### src/hdl/irctok_pkg.sv
package irctok_pkg;

    // Parameter slots tracked per line; the index saturates one below this.
    localparam int MAX_PARAMS = 16;
    // Completed-parameter counter must reach MAX_PARAMS itself.
    localparam int COUNT_W    = $clog2(MAX_PARAMS + 1);
    localparam int IDX_W      = 4;

    localparam logic [7:0] COLON = 8'h3A;

    typedef enum logic [2:0] {
        PH_LINE   = 3'd0,
        PH_PREWS  = 3'd1,
        PH_PREFIX = 3'd2,
        PH_CMDWS  = 3'd3,
        PH_CMD    = 3'd4,
        PH_PSTART = 3'd5,
        PH_MIDDLE = 3'd6,
        PH_TRAIL  = 3'd7
    } phase_t;

    typedef enum logic [2:0] {
        KIND_NONE   = 3'd0,
        KIND_PREFIX = 3'd1,
        KIND_CMD    = 3'd2,
        KIND_MIDDLE = 3'd3,
        KIND_TRAIL  = 3'd4
    } kind_t;

    typedef struct packed {
        phase_t               phase;
        logic [COUNT_W-1:0]   count;
        logic                 ovf;
    } tok_state_t;

    typedef struct packed {
        logic [7:0]       out_byte;
        logic             byte_valid;
        kind_t            field_kind;
        logic [IDX_W-1:0] param_index;
        logic             field_end;
        logic             line_end;
        logic             param_overflow;
    } tok_result_t;

    function automatic logic is_space(input logic [7:0] b);
        is_space = (b == 8'h20) || ((b >= 8'h09) && (b <= 8'h0D));
    endfunction

endpackage

### src/hdl/irctok_in_if.sv
interface irctok_in_if;
    logic       valid;
    logic       ready;
    logic [7:0] data_byte;
    logic       last_byte;

    modport source (output valid, output data_byte, output last_byte, input ready);
    modport sink   (input valid, input data_byte, input last_byte, output ready);
endinterface

### src/hdl/irctok_out_if.sv
interface irctok_out_if;
    logic       valid;
    logic       ready;
    logic [7:0] out_byte;
    logic       byte_valid;
    logic [2:0] field_kind;
    logic [3:0] param_index;
    logic       field_end;
    logic       line_end;
    logic       param_overflow;

    modport source (
        output valid, output out_byte, output byte_valid, output field_kind,
        output param_index, output field_end, output line_end,
        output param_overflow, input ready
    );
    modport sink (
        input valid, input out_byte, input byte_valid, input field_kind,
        input param_index, input field_end, input line_end,
        input param_overflow, output ready
    );
endinterface

### src/hdl/irctok_classify.sv
module irctok_classify (
    input  irctok_pkg::tok_state_t  cur,
    input  logic [7:0]              data_byte,
    input  logic                    last_byte,
    output irctok_pkg::tok_state_t  nxt,
    output irctok_pkg::tok_result_t res
);

    logic                                ws;
    logic                                valid;
    logic                                fend;
    irctok_pkg::kind_t                   kind;
    irctok_pkg::phase_t                  next_phase;
    logic                                ovf_next;
    logic [irctok_pkg::COUNT_W-1:0]      sat_idx;
    logic [irctok_pkg::COUNT_W-1:0]      count_next;
    logic                                is_param;

    assign ws = irctok_pkg::is_space(data_byte);

    // Phase decode: classify the byte and pick the next phase.
    always_comb
    begin
        valid      = 1'b0;
        fend       = 1'b0;
        kind       = irctok_pkg::KIND_NONE;
        next_phase = cur.phase;
        ovf_next   = cur.ovf;

        if ((cur.phase == irctok_pkg::PH_LINE) && (data_byte == irctok_pkg::COLON))
        begin
            kind       = irctok_pkg::KIND_PREFIX;
            next_phase = irctok_pkg::PH_PREWS;
        end
        else
        begin
            unique case (cur.phase) inside
                irctok_pkg::PH_PREWS:
                begin
                    if (!ws)
                    begin
                        valid      = 1'b1;
                        kind       = irctok_pkg::KIND_PREFIX;
                        fend       = last_byte;
                        next_phase = irctok_pkg::PH_PREFIX;
                    end
                end
                irctok_pkg::PH_PREFIX:
                begin
                    kind = irctok_pkg::KIND_PREFIX;
                    if (ws)
                    begin
                        fend       = 1'b1;
                        next_phase = irctok_pkg::PH_CMDWS;
                    end
                    else
                    begin
                        valid = 1'b1;
                        fend  = last_byte;
                    end
                end
                irctok_pkg::PH_LINE, irctok_pkg::PH_CMDWS:
                begin
                    next_phase = irctok_pkg::PH_CMDWS;
                    if (!ws)
                    begin
                        valid      = 1'b1;
                        kind       = irctok_pkg::KIND_CMD;
                        fend       = last_byte;
                        next_phase = irctok_pkg::PH_CMD;
                    end
                end
                irctok_pkg::PH_CMD:
                begin
                    kind = irctok_pkg::KIND_CMD;
                    if (ws)
                    begin
                        fend       = 1'b1;
                        next_phase = irctok_pkg::PH_PSTART;
                    end
                    else
                    begin
                        valid = 1'b1;
                        fend  = last_byte;
                    end
                end
                irctok_pkg::PH_PSTART:
                begin
                    // A parameter opens beyond the limit: flag it for the rest of the line.
                    if (cur.count >= irctok_pkg::COUNT_W'(irctok_pkg::MAX_PARAMS))
                        ovf_next = 1'b1;
                    if (data_byte == irctok_pkg::COLON)
                    begin
                        kind       = irctok_pkg::KIND_TRAIL;
                        fend       = last_byte;
                        next_phase = irctok_pkg::PH_TRAIL;
                    end
                    else if (ws)
                    begin
                        kind = irctok_pkg::KIND_MIDDLE;
                        fend = 1'b1;
                    end
                    else
                    begin
                        kind       = irctok_pkg::KIND_MIDDLE;
                        valid      = 1'b1;
                        fend       = last_byte;
                        next_phase = irctok_pkg::PH_MIDDLE;
                    end
                end
                irctok_pkg::PH_MIDDLE:
                begin
                    kind = irctok_pkg::KIND_MIDDLE;
                    if (ws)
                    begin
                        fend       = 1'b1;
                        next_phase = irctok_pkg::PH_PSTART;
                    end
                    else
                    begin
                        valid = 1'b1;
                        fend  = last_byte;
                    end
                end
                irctok_pkg::PH_TRAIL:
                begin
                    kind  = irctok_pkg::KIND_TRAIL;
                    valid = 1'b1;
                    fend  = last_byte;
                end
                default:
                begin
                    next_phase = irctok_pkg::PH_LINE;
                end
            endcase
        end
    end

    assign is_param = (kind == irctok_pkg::KIND_MIDDLE) || (kind == irctok_pkg::KIND_TRAIL);

    // Saturate the reported index one below the limit.
    assign sat_idx = (cur.count > irctok_pkg::COUNT_W'(irctok_pkg::MAX_PARAMS - 1))
                   ? irctok_pkg::COUNT_W'(irctok_pkg::MAX_PARAMS - 1)
                   : cur.count;

    always_comb
    begin
        count_next = cur.count;
        if (is_param && fend && (cur.count < irctok_pkg::COUNT_W'(irctok_pkg::MAX_PARAMS)))
            count_next = cur.count + irctok_pkg::COUNT_W'(1);
    end

    // Return to line start after the final byte.
    always_comb
    begin
        if (last_byte)
        begin
            nxt.phase = irctok_pkg::PH_LINE;
            nxt.count = '0;
            nxt.ovf   = 1'b0;
        end
        else
        begin
            nxt.phase = next_phase;
            nxt.count = count_next;
            nxt.ovf   = ovf_next;
        end
    end

    always_comb
    begin
        res.out_byte       = valid ? data_byte : 8'h00;
        res.byte_valid     = valid;
        res.field_kind     = kind;
        res.param_index    = is_param ? irctok_pkg::IDX_W'(sat_idx) : '0;
        res.field_end      = fend;
        res.line_end       = last_byte;
        res.param_overflow = ovf_next;
    end

endmodule

### src/hdl/irc_line_tokenizer.sv
// Path: a byte transferred in waits in the input stage; its tag is then loaded into the
//   result register and transfers out from there.
// Throughput: one byte per cycle if the sink is ready, set by the single phase register.
// Reset (rst_n low, asynchronous): both stages empty, parser back at line start with
//   parameter count and overflow flag cleared.
module irc_line_tokenizer (
    input  logic          clk,
    input  logic          rst_n,
    irctok_in_if.sink     line_in,
    irctok_out_if.source  token_out
);

    // Input stage: holds one received byte until the classifier can advance it.
    logic                     s1_valid_reg;
    logic                     s1_valid_next;
    logic [7:0]               s1_byte_reg;
    logic                     s1_last_reg;

    // Parser state, advanced once per classified byte.
    irctok_pkg::tok_state_t   state_reg;
    irctok_pkg::tok_state_t   state_next;

    // Result register facing the sink.
    logic                     out_valid_reg;
    logic                     out_valid_next;
    irctok_pkg::tok_result_t  out_res_reg;
    irctok_pkg::tok_result_t  res_comb;

    logic                     in_xfer;
    logic                     advance;
    logic                     s1_adv;

    // The result register frees up when it is empty or its transfer completes.
    assign advance = !out_valid_reg || token_out.ready;
    assign s1_adv  = s1_valid_reg && advance;
    // Take a new byte whenever the input stage is empty or moving on this cycle.
    assign line_in.ready = !s1_valid_reg || advance;
    assign in_xfer       = line_in.valid && line_in.ready;

    irctok_classify u_classify (
        .cur       (state_reg),
        .data_byte (s1_byte_reg),
        .last_byte (s1_last_reg),
        .nxt       (state_next),
        .res       (res_comb)
    );

    always_comb
    begin
        s1_valid_next = s1_valid_reg;
        if (in_xfer)
            s1_valid_next = 1'b1;
        else if (s1_adv)
            s1_valid_next = 1'b0;
    end

    always_comb
    begin
        out_valid_next = out_valid_reg;
        if (advance)
            out_valid_next = s1_valid_reg;
    end

    // Control registers.
    always_ff @(posedge clk or negedge rst_n)
    begin
        if (!rst_n)
        begin
            s1_valid_reg    <= 1'b0;
            out_valid_reg   <= 1'b0;
            state_reg.phase <= irctok_pkg::PH_LINE;
            state_reg.count <= '0;
            state_reg.ovf   <= 1'b0;
        end
        else
        begin
            s1_valid_reg  <= s1_valid_next;
            out_valid_reg <= out_valid_next;
            if (s1_adv)
                state_reg <= state_next;
        end
    end

    // Payload registers: load on transfer, hold otherwise.
    always_ff @(posedge clk)
    begin
        if (in_xfer)
        begin
            s1_byte_reg <= line_in.data_byte;
            s1_last_reg <= line_in.last_byte;
        end
        if (s1_adv)
            out_res_reg <= res_comb;
    end

    assign token_out.valid          = out_valid_reg;
    assign token_out.out_byte       = out_res_reg.out_byte;
    assign token_out.byte_valid     = out_res_reg.byte_valid;
    assign token_out.field_kind     = out_res_reg.field_kind;
    assign token_out.param_index    = out_res_reg.param_index;
    assign token_out.field_end      = out_res_reg.field_end;
    assign token_out.line_end       = out_res_reg.line_end;
    assign token_out.param_overflow = out_res_reg.param_overflow;

`ifndef ASSERT_OFF
    // After the last byte of a line is classified, the parser is back at line start.
    a_line_restart: assert property (@(posedge clk) disable iff (!rst_n)
        (s1_adv && s1_last_reg) |=>
            (state_reg.phase == irctok_pkg::PH_LINE && state_reg.count == '0 && !state_reg.ovf))
        else $error("parser state not cleared after line end");

    // The completed-parameter count never runs past its saturation point.
    a_count_sat: assert property (@(posedge clk) disable iff (!rst_n)
        state_reg.count <= irctok_pkg::COUNT_W'(irctok_pkg::MAX_PARAMS))
        else $error("parameter count beyond limit");

    // Field content always carries a field kind; a parameter index only on parameters.
    a_tag_consistent: assert property (@(posedge clk) disable iff (!rst_n)
        out_valid_reg |->
            !(out_res_reg.byte_valid && out_res_reg.field_kind == irctok_pkg::KIND_NONE) &&
            ((out_res_reg.param_index == '0) ||
             (out_res_reg.field_kind == irctok_pkg::KIND_MIDDLE) ||
             (out_res_reg.field_kind == irctok_pkg::KIND_TRAIL)))
        else $error("inconsistent field tag");

    // A byte held in the input stage moves on as soon as the result register frees up.
    a_no_stall: assert property (@(posedge clk) disable iff (!rst_n)
        (s1_valid_reg && !out_valid_reg) |=> out_valid_reg)
        else $error("input stage failed to advance");
`endif

endmodule

### src/flat_wrapper.sv
// flat-port wrapper written by rule: the top's interface ports become plain ports
module irc_line_tokenizer_flat 
  (clk, rst_n, line_in_valid, line_in_data_byte, line_in_last_byte, line_in_ready, token_out_valid, token_out_out_byte, token_out_byte_valid, token_out_field_kind, token_out_param_index, token_out_field_end, token_out_line_end, token_out_param_overflow, token_out_ready);
  irctok_in_if line_in_i ();
  irctok_out_if token_out_i ();
  input  logic clk;
  input  logic rst_n;
  input wire logic [$bits(line_in_i.valid)-1:0] line_in_valid;
  input wire logic [$bits(line_in_i.data_byte)-1:0] line_in_data_byte;
  input wire logic [$bits(line_in_i.last_byte)-1:0] line_in_last_byte;
  output wire logic [$bits(line_in_i.ready)-1:0] line_in_ready;
  output wire logic [$bits(token_out_i.valid)-1:0] token_out_valid;
  output wire logic [$bits(token_out_i.out_byte)-1:0] token_out_out_byte;
  output wire logic [$bits(token_out_i.byte_valid)-1:0] token_out_byte_valid;
  output wire logic [$bits(token_out_i.field_kind)-1:0] token_out_field_kind;
  output wire logic [$bits(token_out_i.param_index)-1:0] token_out_param_index;
  output wire logic [$bits(token_out_i.field_end)-1:0] token_out_field_end;
  output wire logic [$bits(token_out_i.line_end)-1:0] token_out_line_end;
  output wire logic [$bits(token_out_i.param_overflow)-1:0] token_out_param_overflow;
  input wire logic [$bits(token_out_i.ready)-1:0] token_out_ready;
  assign line_in_i.valid = line_in_valid;
  assign line_in_i.data_byte = line_in_data_byte;
  assign line_in_i.last_byte = line_in_last_byte;
  assign line_in_ready = line_in_i.ready;
  assign token_out_valid = token_out_i.valid;
  assign token_out_out_byte = token_out_i.out_byte;
  assign token_out_byte_valid = token_out_i.byte_valid;
  assign token_out_field_kind = token_out_i.field_kind;
  assign token_out_param_index = token_out_i.param_index;
  assign token_out_field_end = token_out_i.field_end;
  assign token_out_line_end = token_out_i.line_end;
  assign token_out_param_overflow = token_out_i.param_overflow;
  assign token_out_i.ready = token_out_ready;
  irc_line_tokenizer u_core (.clk(clk), .rst_n(rst_n), .line_in(line_in_i), .token_out(token_out_i));
endmodule
### config.mk
export PLATFORM = sky130hd
export DESIGN_NAME = irc_line_tokenizer_flat
export DESIGN_NICKNAME = d
export VERILOG_FILES = /design/src/hdl/irctok_pkg.sv /design/src/hdl/irctok_in_if.sv /design/src/hdl/irctok_out_if.sv /design/src/hdl/irctok_classify.sv /design/src/hdl/irc_line_tokenizer.sv /design/src/flat_wrapper.sv
export SDC_FILE = /design/constraint.sdc
export NUM_CORES = 1
export LEC_CHECK = 0
export ABC_AREA = 1
export BUFFER_PORTS_ARGS = -buffer_cell sky130_fd_sc_hd__buf_2
export CORE_UTILIZATION = 59
export CTS_CLUSTER_DIAMETER = 50
export DETAILED_ROUTE_END_ITERATION = 10
export GPL_TIMING_DRIVEN = 1
export HOLD_SLACK_MARGIN = 0.1
export PLACE_DENSITY = 0.9
export SLEW_MARGIN = 20
export SYNTH_ARGS = -nofsm -noshare
export SYNTH_HDL_FRONTEND = slang
export SYNTH_HIERARCHICAL = 1
export SYNTH_SLANG_ARGS = --single-unit
export TNS_END_PERCENT = 5
### constraint.sdc
create_clock -name clk -period 3.8 [get_ports clk]
set_input_delay 0.38 -clock clk [delete_from_list [all_inputs] [get_ports clk]]
set_output_delay 0.38 -clock clk [all_outputs]
set_load 0.02 [all_outputs]
---- Word level (Yosys, flattened, before mapping) ----
Index checks and enable logic that the tools add are counted.
word-level totals
  bits in registers ....................... 39
  input bits .............................. 13
  output and inout port bits .............. 21
  logic and storage cells ................. 88
operators by class
  add/subtract/negate cells ............... 1
  order comparisons ....................... 5
  equality and inequality tests ........... 16
  multiplexer cells ....................... 30
  reduce and logical (&&, ||, !) cells .... 22
operators by type and width
  cell                 count
  $mux 3               9
  $pmux 3 s7           1
  $pmux 3 s6           1
  $eq 8x6->1 const B   2
  $eq 3x3->1 const B   5
  $mux 1               13
  $eq 3x2->1 const B   3
  $mux 9               1
  $ge 8x4->1 const B   1
  $le 8x4->1 const B   1
  $ne 4x3->1 const B   2
  $logic_and 1x1->1    6
  $reduce_and 6->1     1
  $reduce_or 3->1      2
  $reduce_or 6->1      1
  $add 5x1->5 const B  1
  $ge 5x5->1 const B   1
  $gt 5x4->1 const B   1
  $lt 5x5->1 const B   1
  $mux 5               1
  $ne 5x3->1 const B   1
  $logic_or 1x1->1     4
  $mux 4               1
  $ne 4x1->1 const B   1
  10 further kinds     13

---- Logic depth before layout (Yosys ltp) ----
  word-level depth ........................ 12
  depth in mapped cells ................... 14
  mapped depth without buffers ............ 14

---- Modules after synthesis ----
The synthesis kept the hierarchy.
modules (own cells, without submodules)
  module              instances  cells each  area an instance (um^2)  seq. area each (um^2)
  irc_line_tokenizer  1          78          1,306.3                  1,116.1
  irctok_classify     1          129         675.6                    0.0

---- Least setup slack after synthesis ----
No wires, ideal clock.
  path type ............................... reg2reg
  start ................................... reg u_core.s1_byte_reg[2]
  end ..................................... reg u_core/state_reg[3] in the netlist's numbering
  library setup time ...................... 0.117 ns
  arrival ................................. 1.374 ns
  required time ........................... 3.683 ns
  path slack .............................. 2.309 ns
  stages on the path, launching flop included .. 15
  path buffers ............................ 0
  period minus slack after synthesis ...... 1.491 ns
  cells stage by stage .................... edfxtp_1 inv_1 nand2_1 nor2_1 nand2_2 nor2_4 inv_2 nand2_2 inv_2 nand4_4 nand2_1 nand2_1 nor2_1 nand3_1 nand2_1
on the way
  cells in the longest elaborated chain, start to end .. 12
  elaborated cells between the ends (all ways) .. 24
  those cells by class .................... 2 x order compare; 4 x eq/ne; 10 x mux; 8 x reduce/logical
RTL lines
  element                                          RTL line                                      source
  start, declared                                  irc_line_tokenizer.sv:16                      logic [7:0] s1_byte_reg;
  start signal, assigned                           irc_line_tokenizer.sv:89                      s1_byte_reg <= line_in.data_byte;
  $ge 8x4->1 / $le 8x4->1 (equally long branches)  irctok_pkg.sv:47                              is_space = (b == 8'h20) || ((b >= 8'h09) && (b <= 8'h0D));
  $logic_and 1x1->1                                irctok_pkg.sv:47
  $logic_or 1x1->1                                 irctok_pkg.sv:47
  $mux 1 / $mux 2 (equally long branches)          irctok_classify.sv:40, irctok_classify.sv:65
  $pmux 3 s7                                       irctok_classify.sv:37                         unique case (cur.phase) inside
  $mux 3                                           irctok_classify.sv:30                         if ((cur.phase == irctok_pkg::PH_LINE) && (data_byte == irctok_pkg::COLON))
  $eq 3x2->1 / $eq 3x3->1 (equally long branches)  irctok_classify.sv:139                        assign is_param = (kind == irctok_pkg::KIND_MIDDLE) || (kind == irctok_pkg::KIND_TRAIL);
  $logic_or 1x1->1                                 irctok_classify.sv:139
  $logic_and 1x1->1 * (2 in a row)                 irctok_classify.sv:149                        if (is_param && fend && (cur.count < irctok_pkg::COUNT_W'(irctok_pkg::MAX_PARAMS)))
  $reduce_bool 2->1 (no line) *                    n/a
  $reduce_and 2->1 (no line) *                     n/a
  end signal, assigned                             irc_line_tokenizer.sv:80                      state_reg <= state_next;
  end, declared                                    irc_line_tokenizer.sv:20                      irctok_pkg::tok_state_t state_reg;
Every way passes the cells marked *; elsewhere a longest branch is shown, timed or not.
A chain may end at the register's enable or synchronous reset.

---- Worst setup path in the final report ----
  start ................................... reg u_core/state_reg[7] in the netlist's numbering
  end ..................................... reg u_core/state_reg[3] in the netlist's numbering
on the way
  cells in the longest elaborated chain, start to end .. 10
  elaborated cells between the ends (all ways) .. 23
  those cells by class .................... 9 x eq/ne; 4 x mux; 10 x reduce/logical
RTL lines
  element                                                         RTL line
  $eq 3x2->1 (no line) / $logic_not 3->1 (equally long branches)  n/a
  $reduce_or 2->1                                                 irctok_classify.sv:37
  $pmux 3 s7                                                      irctok_classify.sv:37
  $mux 3                                                          irctok_classify.sv:30
  $eq 3x2->1 / $eq 3x3->1 (equally long branches)                 irctok_classify.sv:139
  $logic_or 1x1->1                                                irctok_classify.sv:139
  $logic_and 1x1->1 * (2 in a row)                                irctok_classify.sv:149
  $reduce_bool 2->1 (no line) *                                   n/a
  $reduce_and 2->1 (no line) *                                    n/a
Marks and branches as above.

==> summary.md <==
| Metric | Value |
|---|---|
| Status | finished clean |
| Clock Latency Late Sink | 350 ps |
| Max_cap viols | 0 |
| Hold Fails Final Rpt | 0 |
| Ratio of cells with drive above 1 in the final layout | 28.7% |
| RSZ-0062 raised after global routing | no |
| Synth warn | 6 |
| Worst setup startpoint | u_core/state_reg[7] |
| Full die area | around 3600 um2 |
| Hold path cells | 1 |
| H-tree depth | 2 |
| Worst hold margin | 197 ps |
| R2R Path Start | u_core/state_reg[7] |
| Worst-Margin Slew | 643 ps |
| Area growth syn-to-layout | 11.6% |
| Nets | 254 |
| Cts hold-fix bufs | 1 |
| Routed Antenna Nets | 0 |
| ANT cells | 0 |
| CP required | 4050 ps |
| Sequential cell area fraction in the yosys report | a little under three fifths |
| Die W | 60.0 um |
| Post-Place Setup Slack | a little over 2000 ps |
| Inserted Clock Buffers | 5 |
| Synthesis-stage register bit count | 39 |
| Number of flip-flops in the largest register | 9 |
| Setup TNS | 0 ps |
| Syn nets | 222 |
| Gr usage total | a little over a fifth |
| Mapped Avg Cell Area | 9.57 um2 |
| Drt drc | 0 |
| Worst Path Arrival | between 2000 and 2500 ps |
| Vias | 1446 |
| Post-CTS Setup Inserts | 0 |
| CP max FO | 6 |
| TritonRoute pass-1 iters | 4 |
| Worst VDD drop | just under 0.3 mV |
| Initial antenna violation count | 0 |
| Post-CTS Resized | 0 |
| Crit path to | u_core/state_reg[3] |
| Power Dens Cells | 433 nW/um2 |
| CTS tree | done |
| Final-report max-slew violation count | 0 |
| Synth unique cells | 31 |
| Initial Util | ~63% |
| Drt wl/cell | 12.1 um |
| Io pins | 34 |
| Post-Syn Instances | between 200 and 250 |
| FF-to-FF End | u_core/state_reg[3] |
| Layout Skew | 6.45 ps |
| Cell Area, Synth | 1980 um2 |
| Final worst slack | between 2000 and 2500 ps |
| Pwr Total | 957 uW |
| Critical path type | reg2reg |
| Std-Cell Rows | 20 |
| Port bufs | 33 |
| Min-Delay Path Class | in2reg |
| Clk Tree Root Cell | clkbuf_4 |
| Pin count of the biggest net entering global routing | 20 |
| First-pass GRT wire length | between 5000 and 6000 um |
| Clk buf depth | 2 |
| Rel. slew slack | 56.7% |
| Min Tclk post-route | 1790 ps |
| LEAKAGE | 1.03 nW |
| Final-report setup violation count | 0 |
| Clock-pin slew on the worst setup and hold paths | 120 ps |
| Slack of the worst reg-to-reg path | roughly 2000 ps |
| Die Y | 60.0 um |
| Clk sinks | 39 |
| Vias per cell | approximately 5 |
| Reg2Reg Depth | 8 |
| Critical Path Sink Type | register |
| DP HPWL | 2510 um |
| Fmax | 558 MHz |
| Gr ovfl total | 0 |
| Final period util | 47.2% |
| Iter 0 DRT Violations | 101 |
| Final wirelength | 3420 um |
| Gpl congestion | 0.918 |
| Setup crit start kind | register |
| Core ar. | 3130 um2 |
| Vias in the first global route | 1219 |
[worst min path at each step]
| stage | start | endpoint | slack [ps] |
|---|---|---|---|
| 2_1_floorplan | rst_n | u_core/s1_valid_reg | 80 |
| 3_3_place_gp | rst_n | u_core/state_reg[4] | 260 |
| 3_5_place_dp | rst_n | u_core/state_reg[4] | 260 |
| 4_1_cts | line_in_data_byte[6] | u_core/s1_byte_reg[6] | 180 |
| 5_1_grt | line_in_last_byte | u_core/s1_last_reg | 170 |
| 6_report | line_in_data_byte[2] | u_core/s1_byte_reg[2] | 200 |
[critical path, cell delays in order, from the launching register on]
cell     delay [ps]
dfrtp_1         480
o21ai_0         560
inv_2           150
nand4_4         170
nand2_1          70
nand2_1          70
nor2_1           40
nand3_1          90
nand2_1          60
[area by class of cell]
class,instances,area (um2)
clock inverter,2,16.3
fill,220,916
sequential,39,1120
timing repair buffer,34,175
tap,44,55.1
clock buffer,6,51.3
multi-input combinational,126,674
inverter,33,124
[logic make-up (layout without fill, tap and decap cells)]
kind of cell | count (synthesis) | count (layout) | share of synthesized area (%)
AO/OA/AOI/OAI | 17 | 17 | 5.68
XOR/XNOR | 2 | 2 | 0.884
adder cells (fa/ha/maj) | 2 | 2 | 1.26
buffers and inverters | 42 | 75 | 9.66
flip-flops | 39 | 39 | 56.3
AND/OR/NAND/NOR | 105 | 105 | 26.2
[where the power goes]
part           switching [mW]  internal, mW  leakage (nW)
clock                   0.138        0.0911        0.0345
combinational           0.132        0.0556         0.583
sequential             0.0318         0.509         0.416
total                   0.301         0.656          1.03
[metrics by stage]
step	instance area, um2	cells	utilization, %
floorplan	1980	207	-
global placement	2130	275	68.2
detailed placement	2130	275	68.2
CTS	2210	284	70.7
global route	2210	284	70.7
finish	2210	284	70.7
[cells in the final DEF (no fill, tap or decap), drive strengths merged, types with 5 or more instances in the layout]
cell type | Yosys | routed
nor2 | 27 | 27
dfrtp | 11 | 11
nand4 | 5 | 5
nand3 | 18 | 18
a21oi | 8 | 8
nand2 | 53 | 53
clkbuf | 2 | 6
inv | 33 | 33
buf | 7 | 33
edfxtp | 28 | 28
[cells in the mapped netlist]
master / instances / area, um2
a2111oi_0: 1 / 8.76
a21oi_1: 6 / 30.0
a21oi_2: 1 / 8.76
a21oi_4: 1 / 16.3
a31oi_1: 2 / 12.5
buf_4: 5 / 37.5
buf_6: 2 / 22.5
clkbuf_1: 2 / 7.51
dfrtp_1: 11 / 275
edfxtp_1: 28 / 841
ha_1: 2 / 25.0
inv_1: 24 / 90.1
inv_2: 9 / 33.8
nand2_1: 43 / 161
nand2_2: 9 / 56.3
nand2_4: 1 / 11.3
nand3_1: 15 / 75.1
nand3_2: 2 / 20.0
nand3_4: 1 / 17.5
nand3b_1: 1 / 7.51
nand4_1: 4 / 25.0
nand4_4: 1 / 21.3
nor2_1: 24 / 90.1
nor2_2: 1 / 6.26
nor2_4: 2 / 22.5
nor3_1: 1 / 5.00
o2111ai_1: 1 / 8.76
o21ai_0: 4 / 20.0
o21bai_1: 1 / 7.51
xnor2_1: 1 / 8.76
xor2_1: 1 / 8.76
[metal layers]
layer  track usage, %  share of wire (%)  up-vias
met4             8.64               0.38        0
met5                0                  0        -
met1             29.3                 43      644
li1                 -                  -      736
met3             6.49                8.0        2
met2             32.7                 49       64
Power figures use the tool's default switching activity.
